<file path="src/hdl/mlot_pkg.sv">
// Package for the memory lock override table: command codes, transaction and token types.
package mlot_pkg;

  localparam int ADDR_W = 24;
  localparam int BYTE_W = 8;
  localparam int CMD_W  = 3;

  typedef enum logic [CMD_W-1:0] {
    CMD_READ   = 3'd0,
    CMD_WRITE  = 3'd1,
    CMD_SET    = 3'd2,
    CMD_REMOVE = 3'd3,
    CMD_CLEAR  = 3'd4,
    CMD_APPEND = 3'd5
  } cmd_t;

  typedef struct packed {
    logic [CMD_W-1:0]  cmd;
    logic [ADDR_W-1:0] address;
    logic [BYTE_W-1:0] value;
    logic              lock_flag;
  } req_t;

  typedef struct packed {
    logic              handled;
    logic [BYTE_W-1:0] read_data;
    logic              found;
    logic              mem_write;
    logic [ADDR_W-1:0] mem_addr;
    logic [BYTE_W-1:0] mem_data;
    logic              full_res;
  } rsp_t;

  // Command travelling down the row of cells, gathering its outcome as it goes.
  typedef struct packed {
    logic [CMD_W-1:0]  cmd;
    logic [ADDR_W-1:0] address;
    logic [BYTE_W-1:0] value;
    logic              lock_flag;
    logic              matched;
    logic              handled;
    logic [BYTE_W-1:0] read_data;
  } token_t;

endpackage

</file>
<file path="src/hdl/memory_lock_override_table_unit.sv">
// Top level of the memory lock override table: cell row, entry count and response register.
//
// Requests arrive on req_valid/req_ready as one req_t transaction: a bus read
// or write to check against the table, or a table edit (set, remove, clear,
// append unlocked). Each request produces exactly one rsp_t transaction on
// rsp_valid/rsp_ready.
// The table is a row of ENTRIES cells. An accepted request travels down the
// row as a token, one cell per cycle; each cell checks its own entry, edits it
// and, for remove, pulls in its right-hand neighbour so order is kept. The
// entry count only changes once the token leaves the last cell.
// rsp_valid is registered together with the response as the token leaves the last cell.
// The table takes one request at a time, so a new request is taken at the
// earliest in the cycle after the response is taken.
// A stalled receiver holds the response in its register and req_ready stays
// low until it is taken. Reset empties the table (count to zero) and drops
// any token in flight; entry contents are left as they are and never read
// until rewritten.
module memory_lock_override_table_unit #(
  parameter int ENTRIES   = 16,
  parameter int ADDR_BITS = 24
) (
  input  logic           clk,
  input  logic           rst,
  input  logic           req_valid,
  output logic           req_ready,
  input  mlot_pkg::req_t req,
  output logic           rsp_valid,
  input  logic           rsp_ready,
  output mlot_pkg::rsp_t rsp
);
  import mlot_pkg::*;

  localparam int CNT_W     = $clog2(ENTRIES + 1);
  localparam int KEEP_BITS = (ADDR_BITS < ADDR_W) ? ADDR_BITS : ADDR_W;
  localparam logic [ADDR_W-1:0] ADDR_KEEP = {ADDR_W{1'b1}} >> (ADDR_W - KEEP_BITS);

  logic             busy;
  logic [CNT_W-1:0] count;
  logic [CNT_W-1:0] count_next;
  logic             req_take;
  logic             table_full;
  rsp_t             rsp_next;

  logic                 tok_valid [ENTRIES+1];
  token_t               tok       [ENTRIES+1];
  logic [ADDR_BITS-1:0] ent_addr  [ENTRIES];
  logic [BYTE_W-1:0]    ent_byte  [ENTRIES];
  logic                 ent_locked[ENTRIES];

  token_t last_tok;

  // take one request at a time; hold off until its response is taken
  assign req_ready = !busy;
  assign req_take  = req_valid && req_ready;

  // launch the token straight into the first cell, address cut to ADDR_BITS
  assign tok_valid[0]        = req_take;
  assign tok[0].cmd          = req.cmd;
  assign tok[0].address      = req.address & ADDR_KEEP;
  assign tok[0].value        = req.value;
  assign tok[0].lock_flag    = req.lock_flag;
  assign tok[0].matched      = 1'b0;
  assign tok[0].handled      = 1'b0;
  assign tok[0].read_data    = '0;

  generate
    for (genvar i = 0; i < ENTRIES; i++) begin : g_cell
      logic [ADDR_BITS-1:0] nbr_addr;
      logic [BYTE_W-1:0]    nbr_byte;
      logic                 nbr_locked;

      if (i + 1 < ENTRIES) begin : g_nbr
        assign nbr_addr   = ent_addr[i+1];
        assign nbr_byte   = ent_byte[i+1];
        assign nbr_locked = ent_locked[i+1];
      end else begin : g_end
        // last cell has no neighbour; what it pulls in lies beyond the count
        assign nbr_addr   = '0;
        assign nbr_byte   = '0;
        assign nbr_locked = 1'b0;
      end

      mlot_cell #(
        .IDX       (i),
        .ADDR_BITS (ADDR_BITS),
        .CNT_W     (CNT_W)
      ) u_cell (
        .clk           (clk),
        .rst           (rst),
        .count         (count),
        .tok_in_valid  (tok_valid[i]),
        .tok_in        (tok[i]),
        .nbr_addr      (nbr_addr),
        .nbr_byte      (nbr_byte),
        .nbr_locked    (nbr_locked),
        .tok_out_valid (tok_valid[i+1]),
        .tok_out       (tok[i+1]),
        .ent_addr      (ent_addr[i]),
        .ent_byte      (ent_byte[i]),
        .ent_locked    (ent_locked[i])
      );
    end
  endgenerate

  assign last_tok   = tok[ENTRIES];
  assign table_full = count == CNT_W'(ENTRIES);

  // build the response and the new count as the token leaves the row
  always_comb begin
    rsp_next   = '0;
    count_next = count;
    unique case (last_tok.cmd) inside
      CMD_READ, CMD_WRITE: begin
        rsp_next.handled   = last_tok.handled;
        rsp_next.read_data = last_tok.read_data;
      end
      CMD_SET: begin
        rsp_next.found = last_tok.matched;
        if (!last_tok.matched) begin
          if (table_full) begin
            rsp_next.full_res = 1'b1;
          end else begin
            count_next = count + CNT_W'(1);
          end
        end
        // an unlocked set still goes through to memory, even when dropped
        if (!last_tok.lock_flag) begin
          rsp_next.mem_write = 1'b1;
          rsp_next.mem_addr  = last_tok.address;
          rsp_next.mem_data  = last_tok.value;
        end
      end
      CMD_REMOVE: begin
        rsp_next.found = last_tok.matched;
        if (last_tok.matched) begin
          count_next = count - CNT_W'(1);
        end
      end
      CMD_CLEAR: begin
        count_next = '0;
      end
      CMD_APPEND: begin
        if (last_tok.address != '0) begin
          if (table_full) begin
            rsp_next.full_res = 1'b1;
          end else begin
            count_next = count + CNT_W'(1);
          end
        end
      end
      default: begin
      end
    endcase
  end

  always_ff @(posedge clk) begin
    if (tok_valid[ENTRIES]) begin
      rsp <= rsp_next;
    end
    if (rst) begin
      busy      <= 1'b0;
      count     <= '0;
      rsp_valid <= 1'b0;
    end else begin
      if (tok_valid[ENTRIES]) begin
        count     <= count_next;
        rsp_valid <= 1'b1;
      end else if (rsp_valid && rsp_ready) begin
        rsp_valid <= 1'b0;
      end
      if (req_take) begin
        busy <= 1'b1;
      end else if (rsp_valid && rsp_ready) begin
        busy <= 1'b0;
      end
    end
  end

endmodule

</file>
<file path="src/hdl/mlot_cell.sv">
// One table entry with its stage of the command token chain.
module mlot_cell #(
  parameter int IDX       = 0,
  parameter int ADDR_BITS = 24,
  parameter int CNT_W     = 5
) (
  input  logic                    clk,
  input  logic                    rst,
  input  logic [CNT_W-1:0]        count,
  input  logic                    tok_in_valid,
  input  mlot_pkg::token_t        tok_in,
  input  logic [ADDR_BITS-1:0]    nbr_addr,
  input  logic [mlot_pkg::BYTE_W-1:0] nbr_byte,
  input  logic                    nbr_locked,
  output logic                    tok_out_valid,
  output mlot_pkg::token_t        tok_out,
  output logic [ADDR_BITS-1:0]    ent_addr,
  output logic [mlot_pkg::BYTE_W-1:0] ent_byte,
  output logic                    ent_locked
);
  import mlot_pkg::*;

  logic [ADDR_BITS-1:0] key;
  logic                 occupied;
  logic                 at_tail;
  logic                 hit;
  logic [ADDR_BITS-1:0] ent_addr_next;
  logic [BYTE_W-1:0]    ent_byte_next;
  logic                 ent_locked_next;
  token_t               tok_next;

  generate
    if (ADDR_BITS <= ADDR_W) begin : g_narrow
      assign key = tok_in.address[ADDR_BITS-1:0];
    end else begin : g_wide
      assign key = {{(ADDR_BITS-ADDR_W){1'b0}}, tok_in.address};
    end
  endgenerate

  assign occupied = CNT_W'(IDX) < count;
  assign at_tail  = CNT_W'(IDX) == count;
  assign hit      = occupied && (ent_addr == key);

  always_comb begin
    ent_addr_next   = ent_addr;
    ent_byte_next   = ent_byte;
    ent_locked_next = ent_locked;
    tok_next        = tok_in;
    if (tok_in_valid) begin
      unique case (tok_in.cmd) inside
        CMD_READ, CMD_WRITE: begin
          if (hit && ent_locked) begin
            tok_next.handled = 1'b1;
            if (tok_in.cmd == CMD_READ) begin
              tok_next.read_data = ent_byte;
            end
          end
        end
        CMD_SET: begin
          if (hit && !tok_in.matched) begin
            ent_byte_next    = tok_in.value;
            ent_locked_next  = tok_in.lock_flag;
            tok_next.matched = 1'b1;
          end else if (at_tail && !tok_in.matched) begin
            ent_addr_next   = key;
            ent_byte_next   = tok_in.value;
            ent_locked_next = tok_in.lock_flag;
          end
        end
        CMD_REMOVE: begin
          // close the gap: every entry from the first match on takes its neighbour
          if ((tok_in.matched && occupied) || (hit && !tok_in.matched)) begin
            ent_addr_next    = nbr_addr;
            ent_byte_next    = nbr_byte;
            ent_locked_next  = nbr_locked;
            tok_next.matched = 1'b1;
          end
        end
        CMD_APPEND: begin
          if (at_tail && (key != '0)) begin
            ent_addr_next   = key;
            ent_byte_next   = '0;
            ent_locked_next = 1'b0;
          end
        end
        default: begin
        end
      endcase
    end
  end

  always_ff @(posedge clk) begin
    ent_addr   <= ent_addr_next;
    ent_byte   <= ent_byte_next;
    ent_locked <= ent_locked_next;
    tok_out    <= tok_next;
    if (rst) begin
      tok_out_valid <= 1'b0;
    end else begin
      tok_out_valid <= tok_in_valid;
    end
  end

endmodule
</file>
<file path="config.mk">
export PLATFORM = sky130hd
export DESIGN_NAME = memory_lock_override_table_unit
export DESIGN_NICKNAME = d
export VERILOG_FILES = /design/src/hdl/mlot_pkg.sv /design/src/hdl/memory_lock_override_table_unit.sv /design/src/hdl/mlot_cell.sv
export SDC_FILE = /design/constraint.sdc
export NUM_CORES = 2
export LEC_CHECK = 0
export ABC_CLOCK_PERIOD_IN_PS = 5400
export BUFFER_PORTS_ARGS = -buffer_cell sky130_fd_sc_hd__buf_4
export CORE_ASPECT_RATIO = 1.25
export CORE_UTILIZATION = 45
export CTS_BUF_LIST = sky130_fd_sc_hd__clkbuf_4
export DETAILED_ROUTE_END_ITERATION = 6
export PLACE_DENSITY = 0.71
export SYNTH_ARGS = -nofsm -noshare
export SYNTH_HDL_FRONTEND = slang
export SYNTH_SLANG_ARGS = --single-unit
</file>
<file path="constraint.sdc">
create_clock -name clk -period 5.4 [get_ports clk]
set_clock_uncertainty 0.15 [all_clocks]
set_input_delay 0.27 -clock clk [delete_from_list [all_inputs] [get_ports clk]]
set_output_delay 0.27 -clock clk [all_outputs]
set_load 0.02 [all_outputs]
</file>
### Word level (Yosys, flattened, before mapping)

Index checks and enable logic that the tools add are counted.

* bits of input ports: 40
* output and inout bits: 46
* bits in registers: 1331

* reduce and logical (&&, ||, !) cells: 236
* order comparisons: 16
* bitwise logic cells: 1
* equal/unequal tests: 184
* mux-type cells: 361
* add/subtract/negate cells: 2

Operator list (count)
* 24-bit two-way mux: 64
* 24-bit one-hot mux with 3 select lines: 16
* 8-bit two-way mux: 80
* 24-bit nonzero test: 17
* 24-bit equality test: 16
* 8-bit one-hot mux with 3 select lines: 16
* 9-bit two-way mux: 31
* 10-bit two-way mux: 15
* 2-bit inequality test (second input constant): 63
* 3-bit by 2-bit equality test with 1-bit output (second input constant): 34
* 1-bit two-way mux: 101
* 6-bit AND reduction: 16
* 1-bit logical AND: 95
* 5-bit AND reduction: 17
* 3-bit equality test (second input constant): 18
* 3-bit by 1-bit equality test with 1-bit output (second input constant): 17
* 3-bit logical NOT: 17
* 1-bit one-hot mux with 3 select lines: 16
* 3-bit nonzero test: 16
* 3-bit inequality test (second input constant): 15
* 4-bit by 5-bit equality test with 1-bit output (first input constant): 8
* 4-bit by 5-bit < comparator with 1-bit output (first input constant): 8
* 2-bit OR reduction: 20
* 33-bit two-way mux: 1
* 22 further kinds: 83

### Depth between registers and ports, before layout

* depth in word-level cells: 7
* mapped depth: 8

### Modules after synthesis

A second synthesis with hierarchy kept.

* cells, all modules: 3452
* area, all modules: 50006.7 µm²

Modules (own cells, without submodules)
* mlot_cell at g_cell[14].u_cell: times used 1, area an instance 3024.2 µm², cells each 221
* mlot_cell at g_cell[0].u_cell: times used 1, area an instance 3016.6 µm², cells each 207
* mlot_cell at g_cell[8].u_cell: times used 1, area an instance 3014.1 µm², cells each 207
* mlot_cell at g_cell[12].u_cell: times used 1, area an instance 3012.9 µm², cells each 204
* mlot_cell at g_cell[11].u_cell: times used 1, area an instance 2994.1 µm², cells each 199
* mlot_cell at g_cell[2].u_cell: times used 1, area an instance 2992.9 µm², cells each 211
* mlot_cell at g_cell[4].u_cell: times used 1, area an instance 2992.9 µm², cells each 209
* mlot_cell at g_cell[9].u_cell: times used 1, area an instance 2991.6 µm², cells each 208
* mlot_cell at g_cell[13].u_cell: times used 1, area an instance 2986.6 µm², cells each 203
* mlot_cell at g_cell[6].u_cell: times used 1, area an instance 2981.6 µm², cells each 201
* mlot_cell at g_cell[10].u_cell: times used 1, area an instance 2972.9 µm², cells each 202
* mlot_cell at g_cell[5].u_cell: times used 1, area an instance 2966.6 µm², cells each 205
* mlot_cell at g_cell[15].u_cell: times used 1, area an instance 2965.3 µm², cells each 206
* mlot_cell at g_cell[1].u_cell: times used 1, area an instance 2957.8 µm², cells each 205
* 3 more rows

### Worst setup path after synthesis

No wires, ideal clock.

* path kind: reg-to-reg
* start: reg count[0]
* end: reg g_cell[4].u_cell.ent_addr[0] (enable)
* library setup time: 0.450 ns
* arrival: 3.437 ns
* buffers on the path: 1
* cell stages (with the launch flop): 9
* required time: 4.800 ns
* slack: 1.364 ns
* cells stage by stage: dfxtp_1 -> clkbuf_1 -> inv_1 -> ha_1 -> nor4bb_1 -> nand4b_1 -> a31oi_1 -> o21ai_0 -> a311oi_1

* longest elaborated chain between the ends: 6
* elaborated cells between the ends (all ways): 13

Ends and longest elaborated chain
* start: declaration: RTL line memory_lock_override_table_unit.sv:38 `logic [CNT_W-1:0] count;`
* start signal: assignment: RTL line memory_lock_override_table_unit.sv:166 `count <= count_next;`
* 3-bit by 5-bit < comparator with 1-bit output: RTL line mlot_cell.sv:40 `assign occupied = CNT_W'(IDX) < count;`
* 1-bit logical AND: RTL line mlot_cell.sv:42 `assign hit = occupied && (ent_addr == key);`
* 1-bit logical AND: RTL line mlot_cell.sv:60, mlot_cell.sv:72
* 1-bit logical OR: RTL line mlot_cell.sv:72 `if ((tok_in.matched && occupied) || (hit && !tok_in.matched)) begin`
* 2-bit inequality test (no source line)
* 6-bit AND reduction (no source line) (*)
* end signal: assignment: RTL line mlot_cell.sv:93 `ent_addr <= ent_addr_next;`
* end: declaration: RTL line mlot_cell.sv:17 `output logic [ADDR_BITS-1:0] ent_addr,`

Every way passes the cells marked *; elsewhere a longest branch is shown, timed or not.
A chain may end at the register's enable or synchronous reset.

==> run_results.csv <==
group,metric,value,unit
outcome,outcome,"finished, violations left",
outcome,violations,"design-rule violations",
floorplan,start_util,0.454,
pwr,leakagePower,21.1,nW
floorplan,die-height,375,um
cells_and_area,fin_nets,4101,
cells_and_area,multi_input_area,17200,um2
timing,max_freq,0.257,GHz
clock_network,post-cts-setup-buffer-count,0,
timing,fin_ws,1.51,ns
place,hpwl,87900,um
global_routing,grt_pass1_vias,32560,
synth,ys_seq_area_frac,0.647,
synth,synth_area_leaders,"edfxtp_1, dfxtp_1, mux2_2",
synth,synth_warnings,0,
cells_and_area,area_growth,14.5,%
global_routing,grt_util_all_layers,0.216,
synth,syn_nets,3682,
hold_path,whs_endpoint,"g_cell[0].u_cell.ent_locked",
synth,synth_edf_count,572,
hold_path,hold_start,"req[35]",
floorplan,ios,86,
timing,rsz0062_at_grt,"no",
floorplan,dieWidth,300,um
timing,slew_violations,0,
detailed_routing,vias,30839,
detailed_routing,ant_nets,0,
clock_network,cts_sinks,1331,
cells_and_area,design_area,57300,um2
worst_setup_path,cp.required,6.28,ns
clock_network,cts.htree.levels,5,
worst_setup_path,critPathMaxFanout,28,
synth,yosys-top-cells-count,"dfxtp_1, edfxtp_1, mux2_2, xnor2_1, xor2_1",
place,gp_congestion,0.918,
timing,hold_violations,0,
timing,tightest_slew,1.31,ns
clock_network,worstSkewPairLatency,1.18,ns
place,post-place-ws,1.52,ns
synth,synth_top_cell_area_share,0.344,
detailed_routing,avgRoutedWirePerCell,21.1,um
floorplan,die_area,112000,um2
global_routing,grt_antenna_before_repair,3,
detailed_routing,via_per_inst,5.35,
cells_and_area,seqCellArea,32400,um2
place,placed_area,52200,um2
worst_setup_path,start_kind,"register",
detailed_routing,drc,4,
synth,ys.flop_type,"dfxtp_1",
cells_and_area,fillers,9338,
global_routing,grt_max_degree,48,
global_routing,grt_overflow,0,
worst_setup_path,reg2reg_to,"g_cell[6].u_cell.tok_out[7]",
detailed_routing,drt_iter0_drc,1946,
cells_and_area,finalNonFillerCells,5768,
clock_network,cts-buffers-inserted,342,
place,io_buffers,85,
detailed_routing,firstDrtPassIters,7,
clock_network,cts_tree,"yes",
worst_setup_path,criticalPathCategory,"reg2reg",
worst_setup_path,r2r_setup_slack,1.51,ns
timing,tns,0,ns
worst_setup_path,critPathArrivalTime,4.77,ns
worst_setup_path,rr_worst_depth,5,
synth,synth_cell_types,76,
place,dpl.cell_count,5079,
job,cap_violations,0,
timing,slew_headroom,0.122,
pwr,powerDensity,355,nW/um2
cells_and_area,final_core_util,0.520,
synth,ys_seq_elements,1331,
floorplan,core_area,110000,um2
timing,setup_violations,0,
synth,syn_inst,3637,
pwr,ir_worst_vdd,0.229,mV
detailed_routing,wirelength,122000,um
synth,netlist_area,50000,um2
worst_setup_path,r2r_start,"count[4]",
pwr,finalPower,20.3,mW
hold_path,hold_depth,6,
timing,period_share,0.720,
clock_network,cts-root-buf,"clkbuf_4",
synth,synth_most_common_cell,"dfxtp_1",
global_routing,grt_pass1_wl,186000,um
synth,async_flop_share,0,
synth,synth_top_area_cell,"edfxtp_1",
timing,timing.hold.ws,0.166,ns
clock_network,max-clock-path-buffers,4,
floorplan,fp-row-count,136,
worst_setup_path,endpoint_kind,"register",
timing,period_minus_slack,3.89,ns
clock_network,clk_pin_slew,0.07,ns
synth,syn_avg_cell_area,13.7,um2
hold_path,min_path_type,"in2reg",
cells_and_area,layout-drive-gt1-share,0.266,
## sequential cells by signal (all words and copies together) (netlist names)
register                     count
busy                             1
count                            5
g_cell.u_cell.ent_addr         384
g_cell.u_cell.ent_byte         128
g_cell.u_cell.ent_locked        16
g_cell.u_cell.tok_out          736
g_cell.u_cell.tok_out_valid     16
rsp                             44
rsp_valid                        1
## layer usage
layer	vias to the layer above	global-route usage	wire [um]
li1	14606	-	-
met1	14923	0.228	45700
met2	975	0.387	63400
met3	335	0.0370	4710
met4	0	0.151	8010
met5	-	0	0
## area by class of cell
cell class / count / area share
Clock inverter: 91 / 0.00682
Timing Repair Buffer: 185 / 0.0278
Antenna cell: 7 / 0.000306
Sequential cell: 1331 / 0.565
Tap cell: 1449 / 0.0317
Clock buffer: 509 / 0.0667
Multi-Input combinational cell: 2174 / 0.300
Inverter: 22 / 0.00144
## critical path, cell delays in order, from the launching register on
cell     delay, ns
dfxtp_1       1.08
a311o_1       0.36
nand3_1       0.11
nor4_1        0.99
nand4_1       0.61
mux2_2        0.46
## cells by family (layout without fill, tap and decap cells)
family / Yosys count / after routing / share of synthesized area
compound gates: 465 / 465 / 0.0674
xor+xnor: 384 / 384 / 0.0685
fa+ha+maj: 5 / 5 / 0.00125
simple gates: 839 / 839 / 0.0954
flops: 1331 / 1331 / 0.647
other cells: 0 / 7 / 0
buf+inv: 132 / 807 / 0.0105
mux: 481 / 481 / 0.110
## worst max-delay path by stage
stage,cells after the start,endpoint,from,slack [ns]
2_1_floorplan,8,g_cell[4].u_cell.ent_addr[0],count[0],1.36
3_3_place_gp,5,g_cell[6].u_cell.tok_out[1],count[4],1.55
3_5_place_dp,5,g_cell[6].u_cell.tok_out[1],count[4],1.52
4_1_cts,5,g_cell[6].u_cell.tok_out[7],count[4],1.52
5_1_grt,5,g_cell[5].u_cell.ent_addr[11],count[2],1.18
6_report,5,g_cell[6].u_cell.tok_out[7],count[4],1.51
## cells in the final DEF, fill, tap and decap left out, types with 85 or more instances in the layout
cell	instances
xnor2_1	190
o21ai_0	85
nor2b_1	96
buf_4	103
nand2_1	144
dfxtp_1	758
and2_1	98
edfxtp_1	572
nor4_1	173
nand4_1	86
mux2_2	451
xor2_1	189
clkbuf_4	509
a22o_1	164
## power breakdown
| part | internal [mW] | switching [mW] | leakage, nW |
|---|---|---|---|
| logic | 0.456 | 0.420 | 7.02 |
| registers | 10.8 | 0.305 | 11.5 |
| clock network | 4.36 | 4.02 | 2.55 |
## what timing repair did
action | 4_1_cts | 5_1_grt
hold buffers | 82 | 0
resized for setup | 0 | 0
hold endpoints to repair | 135 | 0
(Power assumes the default switching activity.)
